--- config.mk ---
export PLATFORM = sky130hd
export DESIGN_NAME = utf8_to_utf16_transcoder_core
export DESIGN_NICKNAME = d
export VERILOG_FILES = /design/src/design/u8u16_pkg.sv /design/src/design/u8u16_decoder.sv /design/src/design/u8u16_result_fifo.sv /design/src/design/utf8_to_utf16_transcoder_core.sv
export SDC_FILE = /design/constraint.sdc
export NUM_CORES = 1
export LEC_CHECK = 0
export ABC_CLOCK_PERIOD_IN_PS = 6200
export CORE_MARGIN = 8
export CORE_UTILIZATION = 25
export CTS_BUF_LIST = sky130_fd_sc_hd__clkbuf_4 sky130_fd_sc_hd__clkbuf_8
export CTS_CLUSTER_SIZE = 24
export DETAILED_ROUTE_END_ITERATION = 16
export DONT_BUFFER_PORTS = 1
export GPL_TIMING_DRIVEN = 0
export PLACE_DENSITY = 0.36
export SYNTH_ARGS = -nofsm -noshare
export SYNTH_HDL_FRONTEND = slang
export SYNTH_SLANG_ARGS = --single-unit
export TNS_END_PERCENT = 30
--- constraint.sdc ---
create_clock -name clk -period 6.2 [get_ports clk]
set_input_delay 1.24 -clock clk [delete_from_list [all_inputs] [get_ports clk]]
set_output_delay 1.24 -clock clk [all_outputs]
set_load 0.01 [all_outputs]
--- src/design/u8u16_pkg.sv ---
// u8u16_pkg: shared types and constants for the utf-8 to utf-16 transcoder
// used by u8u16_decoder, u8u16_result_fifo and utf8_to_utf16_transcoder_core
package u8u16_pkg;

	// result kinds as they appear on the output
	typedef enum logic [1:0] {
		KIND_UNIT    = 2'd0,
		KIND_OK      = 2'd1,
		KIND_INVALID = 2'd2,
		KIND_LIMIT   = 2'd3
	} kind_t;

	// sticky per-string error codes, same encoding as the status kinds
	localparam logic [1:0] ERR_NONE    = 2'd0;
	localparam logic [1:0] ERR_INVALID = 2'd2;
	localparam logic [1:0] ERR_LIMIT   = 2'd3;

	localparam logic [15:0] MAX_UNITS_RESET = 16'hFFFF;

	// result queue depth; one byte can push up to three results
	localparam int RESULTS_PER_BYTE = 3;
	localparam int FIFO_DEPTH       = 4;

	localparam logic [20:0] SCALAR_2B_MIN  = 21'h000080;
	localparam logic [20:0] SCALAR_3B_MIN  = 21'h000800;
	localparam logic [20:0] SCALAR_4B_MIN  = 21'h010000;
	localparam logic [20:0] SCALAR_MAX     = 21'h10FFFF;
	localparam logic [20:0] SURR_LOW       = 21'h00D800;
	localparam logic [20:0] SURR_HIGH      = 21'h00DFFF;
	localparam logic [20:0] BMP_MAX        = 21'h00FFFF;
	localparam logic [15:0] HI_SURR_BASE   = 16'hD800;
	localparam logic [15:0] LO_SURR_BASE   = 16'hDC00;

	typedef struct packed {
		logic [7:0] data_byte;
		logic       end_of_string;
	} in_t;

	typedef struct packed {
		logic [15:0] code_unit;
		kind_t       kind;
		logic        last;
	} out_t;

	// results produced by one byte, item[0] goes out first
	typedef struct packed {
		logic [1:0] n;
		out_t [2:0] item;
	} push_t;

endpackage

--- src/design/u8u16_decoder.sv ---
// u8u16_decoder: per-string utf-8 state and combinational decode of one byte
// into up to three results; depends on u8u16_pkg
module u8u16_decoder (
	input  logic                   clk,
	input  logic                   arst_n,
	input  logic                   en,
	input  u8u16_pkg::in_t         item,
	input  logic [15:0]            max_units,
	output u8u16_pkg::push_t       push
);

	logic [20:0] partial_q;
	logic [1:0]  pend_q;
	logic [1:0]  seqlen_q;
	logic [16:0] units_q;
	logic [1:0]  err_q;

	logic [20:0] partial_n;
	logic [1:0]  pend_n;
	logic [1:0]  seqlen_n;
	logic [16:0] units_n;
	logic [1:0]  err_n;

	always_comb begin
		logic [7:0]  b;
		logic        fin;
		logic [20:0] scalar;
		logic [1:0]  conts;
		logic        bad;
		logic        two;
		logic [16:0] room;
		logic        fits;
		logic [20:0] adj;
		logic [1:0]  n;
		b         = item.data_byte;
		fin       = 1'b0;
		scalar    = '0;
		conts     = '0;
		bad       = 1'b0;
		two       = 1'b0;
		room      = '0;
		fits      = 1'b0;
		adj       = '0;
		n         = '0;
		push      = '0;
		partial_n = partial_q;
		pend_n    = pend_q;
		seqlen_n  = seqlen_q;
		units_n   = units_q;
		err_n     = err_q;

		if (err_q == u8u16_pkg::ERR_NONE) begin
			if (pend_q == 2'd0) begin
				priority if (b <= 8'h7F) begin
					fin    = 1'b1;
					scalar = {13'b0, b};
					conts  = 2'd0;
				end else if (b >= 8'hC2 && b <= 8'hDF) begin
					partial_n = {16'b0, b[4:0]};
					pend_n    = 2'd1;
					seqlen_n  = 2'd1;
				end else if (b >= 8'hE0 && b <= 8'hEF) begin
					partial_n = {17'b0, b[3:0]};
					pend_n    = 2'd2;
					seqlen_n  = 2'd2;
				end else if (b >= 8'hF0 && b <= 8'hF4) begin
					partial_n = {18'b0, b[2:0]};
					pend_n    = 2'd3;
					seqlen_n  = 2'd3;
				end else begin
					err_n = u8u16_pkg::ERR_INVALID;
				end
			end else if (b[7:6] != 2'b10) begin
				err_n = u8u16_pkg::ERR_INVALID;
			end else begin
				partial_n = {partial_q[14:0], b[5:0]};
				pend_n    = pend_q - 2'd1;
				if (pend_q == 2'd1) begin
					fin    = 1'b1;
					scalar = {partial_q[14:0], b[5:0]};
					conts  = seqlen_q;
				end
			end
		end

		if (fin) begin
			bad = (conts == 2'd1 && scalar < u8u16_pkg::SCALAR_2B_MIN) ||
				(conts == 2'd2 && scalar < u8u16_pkg::SCALAR_3B_MIN) ||
				(conts == 2'd3 && scalar < u8u16_pkg::SCALAR_4B_MIN) ||
				(scalar > u8u16_pkg::SCALAR_MAX) ||
				(scalar >= u8u16_pkg::SURR_LOW && scalar <= u8u16_pkg::SURR_HIGH);
			two  = scalar > u8u16_pkg::BMP_MAX;
			// headroom left under the limit, only meaningful when not already over
			room = {1'b0, max_units} - units_q;
			fits = (units_q <= {1'b0, max_units}) &&
				(two ? (room >= 17'd2) : (room >= 17'd1));
			adj  = scalar - u8u16_pkg::SCALAR_4B_MIN;
			if (bad) begin
				err_n = u8u16_pkg::ERR_INVALID;
			end else if (!fits) begin
				err_n = u8u16_pkg::ERR_LIMIT;
			end else if (!two) begin
				push.item[0].code_unit = scalar[15:0];
				push.item[0].kind      = u8u16_pkg::KIND_UNIT;
				push.item[0].last      = 1'b0;
				n       = 2'd1;
				units_n = units_q + 17'd1;
			end else begin
				push.item[0].code_unit = u8u16_pkg::HI_SURR_BASE + {6'b0, adj[19:10]};
				push.item[0].kind      = u8u16_pkg::KIND_UNIT;
				push.item[0].last      = 1'b0;
				push.item[1].code_unit = u8u16_pkg::LO_SURR_BASE + {6'b0, adj[9:0]};
				push.item[1].kind      = u8u16_pkg::KIND_UNIT;
				push.item[1].last      = 1'b0;
				n       = 2'd2;
				units_n = units_q + 17'd2;
			end
		end

		if (item.end_of_string) begin
			// truncated sequence at the flagged byte
			if (err_n == u8u16_pkg::ERR_NONE && pend_n != 2'd0) begin
				err_n = u8u16_pkg::ERR_INVALID;
			end
			push.item[n].code_unit = 16'h0000;
			push.item[n].kind      = (err_n == u8u16_pkg::ERR_NONE) ?
				u8u16_pkg::KIND_OK : u8u16_pkg::kind_t'(err_n);
			push.item[n].last      = 1'b1;
			n         = n + 2'd1;
			partial_n = '0;
			pend_n    = '0;
			seqlen_n  = '0;
			units_n   = '0;
			err_n     = u8u16_pkg::ERR_NONE;
		end

		push.n = en ? n : 2'd0;
	end

	always_ff @(posedge clk or negedge arst_n) begin
		if (!arst_n) begin
			partial_q <= '0;
			pend_q    <= '0;
			seqlen_q  <= '0;
			units_q   <= '0;
			err_q     <= u8u16_pkg::ERR_NONE;
		end else if (en) begin
			partial_q <= partial_n;
			pend_q    <= pend_n;
			seqlen_q  <= seqlen_n;
			units_q   <= units_n;
			err_q     <= err_n;
		end
	end

	// the flagged byte clears all per-string state
	a_eos_clears: assert property (@(posedge clk) disable iff (!arst_n)
		en && item.end_of_string |=>
			pend_q == 2'd0 && units_q == 17'd0 && err_q == u8u16_pkg::ERR_NONE)
		else $error("string state not cleared after end of string");

	// a sticky error suppresses every result but the final status
	a_err_silent: assert property (@(posedge clk) disable iff (!arst_n)
		en && err_q != u8u16_pkg::ERR_NONE && !item.end_of_string |-> push.n == 2'd0)
		else $error("result emitted after sticky error");

	// status result always comes last and only on the flagged byte
	a_status_last: assert property (@(posedge clk) disable iff (!arst_n)
		en && item.end_of_string |->
			push.n != 2'd0 && push.item[push.n - 2'd1].last)
		else $error("missing status result on end of string");

endmodule

--- src/design/u8u16_result_fifo.sv ---
// u8u16_result_fifo: small result queue taking up to three results per cycle and
// delivering one per cycle on the output while out_stall is low; uses u8u16_pkg
module u8u16_result_fifo #(
	parameter int DEPTH = u8u16_pkg::FIFO_DEPTH
) (
	input  logic                   clk,
	input  logic                   arst_n,
	input  u8u16_pkg::push_t       push,
	output logic                   room,
	output logic                   out_valid,
	input  logic                   out_stall,
	output u8u16_pkg::out_t        out_data
);

	localparam int IW = $clog2(DEPTH);
	localparam int CW = $clog2(DEPTH + 1);

	u8u16_pkg::out_t mem_q [DEPTH];
	logic [IW-1:0]   rd_q;
	logic [IW-1:0]   wr_q;
	logic [CW-1:0]   cnt_q;
	logic            pop;

	function automatic logic [IW-1:0] wrap_add(input logic [IW-1:0] p, input logic [1:0] k);
		logic [IW:0] s;
		s = {1'b0, p} + {{(IW - 1){1'b0}}, k};
		if (s >= (IW + 1)'(DEPTH)) begin
			s = s - (IW + 1)'(DEPTH);
		end
		return s[IW-1:0];
	endfunction

	assign out_valid = cnt_q != '0;
	assign out_data  = mem_q[rd_q];
	assign pop       = out_valid && !out_stall;
	// space for a full three-result push after this cycle's pop
	assign room      = cnt_q <= CW'(DEPTH - u8u16_pkg::RESULTS_PER_BYTE) + CW'(pop);

	always_ff @(posedge clk) begin
		for (int k = 0; k < u8u16_pkg::RESULTS_PER_BYTE; k++) begin
			if (2'(k) < push.n) begin
				mem_q[wrap_add(wr_q, 2'(k))] <= push.item[k];
			end
		end
	end

	always_ff @(posedge clk or negedge arst_n) begin
		if (!arst_n) begin
			rd_q  <= '0;
			wr_q  <= '0;
			cnt_q <= '0;
		end else begin
			wr_q  <= wrap_add(wr_q, push.n);
			if (pop) begin
				rd_q <= wrap_add(rd_q, 2'd1);
			end
			cnt_q <= cnt_q + CW'(push.n) - CW'(pop);
		end
	end

	a_no_overflow: assert property (@(posedge clk) disable iff (!arst_n)
		(CW + 1)'(cnt_q) + (CW + 1)'(push.n) <= (CW + 1)'(DEPTH) + (CW + 1)'(pop))
		else $error("result queue overflow");

	a_cnt_bound: assert property (@(posedge clk) disable iff (!arst_n)
		cnt_q <= CW'(DEPTH))
		else $error("result queue count out of range");

	a_push_needs_room: assert property (@(posedge clk) disable iff (!arst_n)
		push.n != 2'd0 |-> $past(1'b1) && cnt_q <= CW'(DEPTH - 1) + CW'(pop))
		else $error("push into a full queue");

endmodule

--- src/design/utf8_to_utf16_transcoder_core.sv ---
// utf8_to_utf16_transcoder_core: top level of the strict utf-8 to utf-16 transcoder
// depends on u8u16_pkg, u8u16_decoder and u8u16_result_fifo

// Bytes of a utf-8 string enter one per request on the input channel, the final
// byte flagged by end_of_string. Each byte is registered, then decoded
// combinationally against the per-string state, producing zero to three results
// (up to two utf-16 code units, then one status result with last set on the
// flagged byte) that go into a small result queue read one per cycle on the
// output channel while out_stall is low. The input takes one byte per cycle as
// long as results drain one per cycle; a byte that makes more than one result
// (a surrogate pair or a status) holds the input for the extra output cycles,
// set by the single output port of the result queue. max_units is written
// through wr_en/wr_data and takes effect at the next limit check.
module utf8_to_utf16_transcoder_core #(
	parameter int FIFO_DEPTH = u8u16_pkg::FIFO_DEPTH
) (
	input  logic              clk,
	input  logic              arst_n,
	input  logic              in_valid,
	output logic              in_stall,
	input  u8u16_pkg::in_t    in_data,
	output logic              out_valid,
	input  logic              out_stall,
	output u8u16_pkg::out_t   out_data,
	input  logic              wr_en,
	input  logic [15:0]       wr_data
);

	logic             valid_s1;
	u8u16_pkg::in_t   item_s1;
	logic [15:0]      max_units_q;
	logic             room;
	logic             proc;
	logic             accept;
	u8u16_pkg::push_t push;

	assign proc     = valid_s1 && room;
	assign in_stall = valid_s1 && !room;
	assign accept   = in_valid && !in_stall;

	always_ff @(posedge clk or negedge arst_n) begin
		if (!arst_n) begin
			valid_s1 <= 1'b0;
		end else if (accept) begin
			valid_s1 <= 1'b1;
		end else if (proc) begin
			valid_s1 <= 1'b0;
		end
	end

	always_ff @(posedge clk) begin
		if (accept) begin
			item_s1 <= in_data;
		end
	end

	always_ff @(posedge clk or negedge arst_n) begin
		if (!arst_n) begin
			max_units_q <= u8u16_pkg::MAX_UNITS_RESET;
		end else if (wr_en) begin
			max_units_q <= wr_data;
		end
	end

	u8u16_decoder u_decoder (
		.clk       (clk),
		.arst_n    (arst_n),
		.en        (proc),
		.item      (item_s1),
		.max_units (max_units_q),
		.push      (push)
	);

	u8u16_result_fifo #(
		.DEPTH (FIFO_DEPTH)
	) u_fifo (
		.clk       (clk),
		.arst_n    (arst_n),
		.push      (push),
		.room      (room),
		.out_valid (out_valid),
		.out_stall (out_stall),
		.out_data  (out_data)
	);

endmodule
==> results.md <==
* Status: complete, no violations
* Tot GR Track Use at 0.144
* Mapped Cells at 942
* Clock Sinks at about 150
* Register area at roughly 4100 µm²
* CP Max Fanout at 10
* Power per Cell Area at 370 nW/µm²
* FFs w/ async S/R, synth at 0.422
* Total Routed Length at 31.1 mm
* Final Cell Area at 10600 µm²
* Via count at 7515
* CORE AREA at 37300 µm²
* Leading cell types in the layout, fill and taps excluded: nand2_1 (104), edfxtp_1 (85), o21ai_0 (70)
* # diodes at 0
* Worst hold margin at 0.424 ns
* Worst Skew at 0.0182 ns
* Post-route ant nets at 0
* Die Height at 210 µm
* Post-synthesis net count at approximately 1000
* Reg clk slew, reported paths at 0.10 ns
* Final net count at 1033
* Static leakage at around 3.8 nW
* Post-DP HPWL at 23.3 mm
* Initial Util at 0.252
* Setup TNS at 0 ns
* Sequential fraction of the synthesis area at 0.439
* Crit path DAT at 6.15 ns
* Post-synth top flop: edfxtp_1
* Fmax achieved at about 0.17 GHz
* Initial DRC Count at 484
* Vias in the first global route at 7590
* Slew headroom at 0.316
* Crit share post-route at 0.940
* Post-layout min period at 5.83 ns
* WP data required at 6.52 ns
* Global-route wire length before repair at 48.3 mm
* YS warnings at 0
* Hold crit path type: in2async
* DRC Markers at 0
* Clk Tree Root Cell: clkbuf_8
* H-tree level count at 4
* I/O Pins at 51
* CTS Buffer Depth at 2
* Worst-margin pin slew at approximately 1 ns
* Area Growth Syn to Fin at 12.4%
* Full die area at 44000 µm²
* GR Overflow Total at 0
* Endpoints failing setup at 0
* Row Count at 71
* Slew Limit Fails at 0
* Netlist cell types at 96
* Count of final hold-check violations at 0
* Initial antenna violation count at 0
* Synthesized cell area at 9390 µm²
* RSZ-0062 raised after global routing: false
* Post-synthesis area per instance at between 9 and 10 µm²
* IO Port Bufs at 0
* Crit end category: flip-flop
* Fill count at 3974
* CP Launch Type: flip-flop
* Total Power at 3.90 mW
* Die W at 210 µm
* Worst vdd ir at approximately 0.15 mV
* Post-synthesis register bit count at 147
* Critical path class: reg2reg
* Routability Congestion at 0.817
* Pre-antenna DRT Iters at 4
* CTS tree: yes
* Vias per inst at 5.15
* # hold bufs at CTS at 0
* Multi-input gate area at between 4000 and 5000 µm²
* Ratio of cells with drive above 1 in the final layout at 0.161
* Commonest non-fill, non-tap cell in the layout: nand2_1
* WL/cell at 21.3 µm
* Number of synthesized flops with an enable pin at 85
* Clk_lat worst skew at 0.50 ns
* Pin count of the biggest net entering global routing at 63
* Total CTS buffers at 17
* Placed Instance Area at between 9000 and 10000 µm²
* MaxCap Viol Count at 0
[cell usage after synthesis (all sizes together) (20+ instances only)]
| cell | n | area [µm²] |
|---|---|---|
| a211oi | 20 | 165 |
| a21oi | 43 | 226 |
| clkbuf | 32 | 123 |
| dfrtp | 46 | 1150 |
| edfxtp | 85 | 2550 |
| ha | 29 | 363 |
| inv | 41 | 154 |
| nand2 | 107 | 414 |
| nand3 | 34 | 175 |
| nand4 | 28 | 181 |
| nor2 | 69 | 267 |
| nor3 | 26 | 145 |
| o21ai | 75 | 375 |
| o22ai | 23 | 144 |
[layer usage]
layer	share of wire	global-route usage	vias to the layer above
met3	0.040	0.0274	19
met4	0.0098	0.0330	0
met5	0	0	-
met2	0.47	0.228	123
li1	-	-	3631
met1	0.48	0.199	3742
[per-stage QoR]
step / util / setup slack [ns] / cells
2_1_floorplan: - / 0.496 / 942
3_3_place_gp: 0.267 / -1.47 / 1416
3_5_place_dp: 0.268 / -1.31 / 1417
4_1_cts: 0.280 / 0.0651 / 1452
5_1_grt: 0.283 / 0.0133 / 1459
6_report: 0.283 / 0.374 / 1459
[state kept, by name, summed over array words and instances (netlist names)]
register / cells
u_fifo.rd_q: 2
u_decoder.err_q: 2
u_decoder.partial_q: 15
item_s1: 9
u_fifo.mem_q: 76
u_decoder.pend_q: 2
valid_s1: 1
u_decoder.seqlen_q: 2
u_decoder.units_q: 17
max_units_q: 16
u_fifo.wr_q: 2
u_fifo.cnt_q: 3
[power breakdown]
group / leakage (nW) / switching, mW / internal [mW] / total [mW]
logic: 2.02 / 1.11 / 0.594 / 1.71
registers: 1.56 / 0.129 / 1.28 / 1.41
clock network: 0.205 / 0.455 / 0.336 / 0.791
[final cells by class]
type | count | area share
buffer | 49 | 0.0204
clock buffer | 17 | 0.0222
clock inverter | 15 | 0.0157
inverter | 41 | 0.0146
multi-input combinational | 705 | 0.470
sequential | 147 | 0.391
tap | 474 | 0.0562
timing repair buffer | 11 | 0.00972
[worst paths after layout]
kind,startpoint,to,slack [ns],cells past startpoint
worst max-delay path,u_decoder.pend_q[0]$_DFFE_PN0P_,u_fifo.mem_q[1][11]$_SDFFCE_PP0P_,0.37,20
worst min-delay path,arst_n,u_decoder.partial_q[1]$_DFFE_PN0P_,0.42,0
worst max register to register,u_decoder.pend_q[0]$_DFFE_PN0P_,u_fifo.mem_q[1][11]$_SDFFCE_PP0P_,0.37,20
worst min register to register,u_decoder.partial_q[0]$_DFFE_PN0P_,u_decoder.partial_q[0]$_DFFE_PN0P_,0.51,2
max in group asynchronous,arst_n,max_units_q[1]$_DFFE_PN1P_,5.52,0
min in group clk,u_decoder.partial_q[0]$_DFFE_PN0P_,u_decoder.partial_q[0]$_DFFE_PN0P_,0.51,2
[what timing repair did]
item	in CTS	in global routing
resized for setup	9	7
hold endpoints to repair	0	0
buffers inserted	3	7
pin swaps	1	1
endpoints found under the setup margin	108	114
[worst max-delay path: stages, from the launching register on]
cell and delay [ns]:
dfrtp_1 0.43, inv_1 0.08, ha_1 0.28, nand4bb_2 0.38, nor2_4 0.26, clkbuf_2 0.26, nand2_1 0.11, ha_1 0.25
and2_1 0.18, a221oi_1 0.25, nand4_1 0.15, o2111ai_2 0.15, nand4_2 0.25, nor2_4 0.22, nand3_2 0.25, ha_1 0.38
and2_1 0.21, a31oi_2 0.08, nor3_2 0.73, nand2_1 0.45, o22ai_1 0.31
[kinds of logic after synthesis]
family | count (synthesis) | share of synthesized area
DFF | 147 | 0.439
buffers and inverters | 90 | 0.0389
xor gates and xnor gates | 20 | 0.0195
adders and majority gates | 32 | 0.0440
and+or+nand+nor | 363 | 0.202
muxes | 47 | 0.0780
AOI/OAI and AO/OA | 243 | 0.179
No activity file was read; power rests on OpenSTA's default activity.
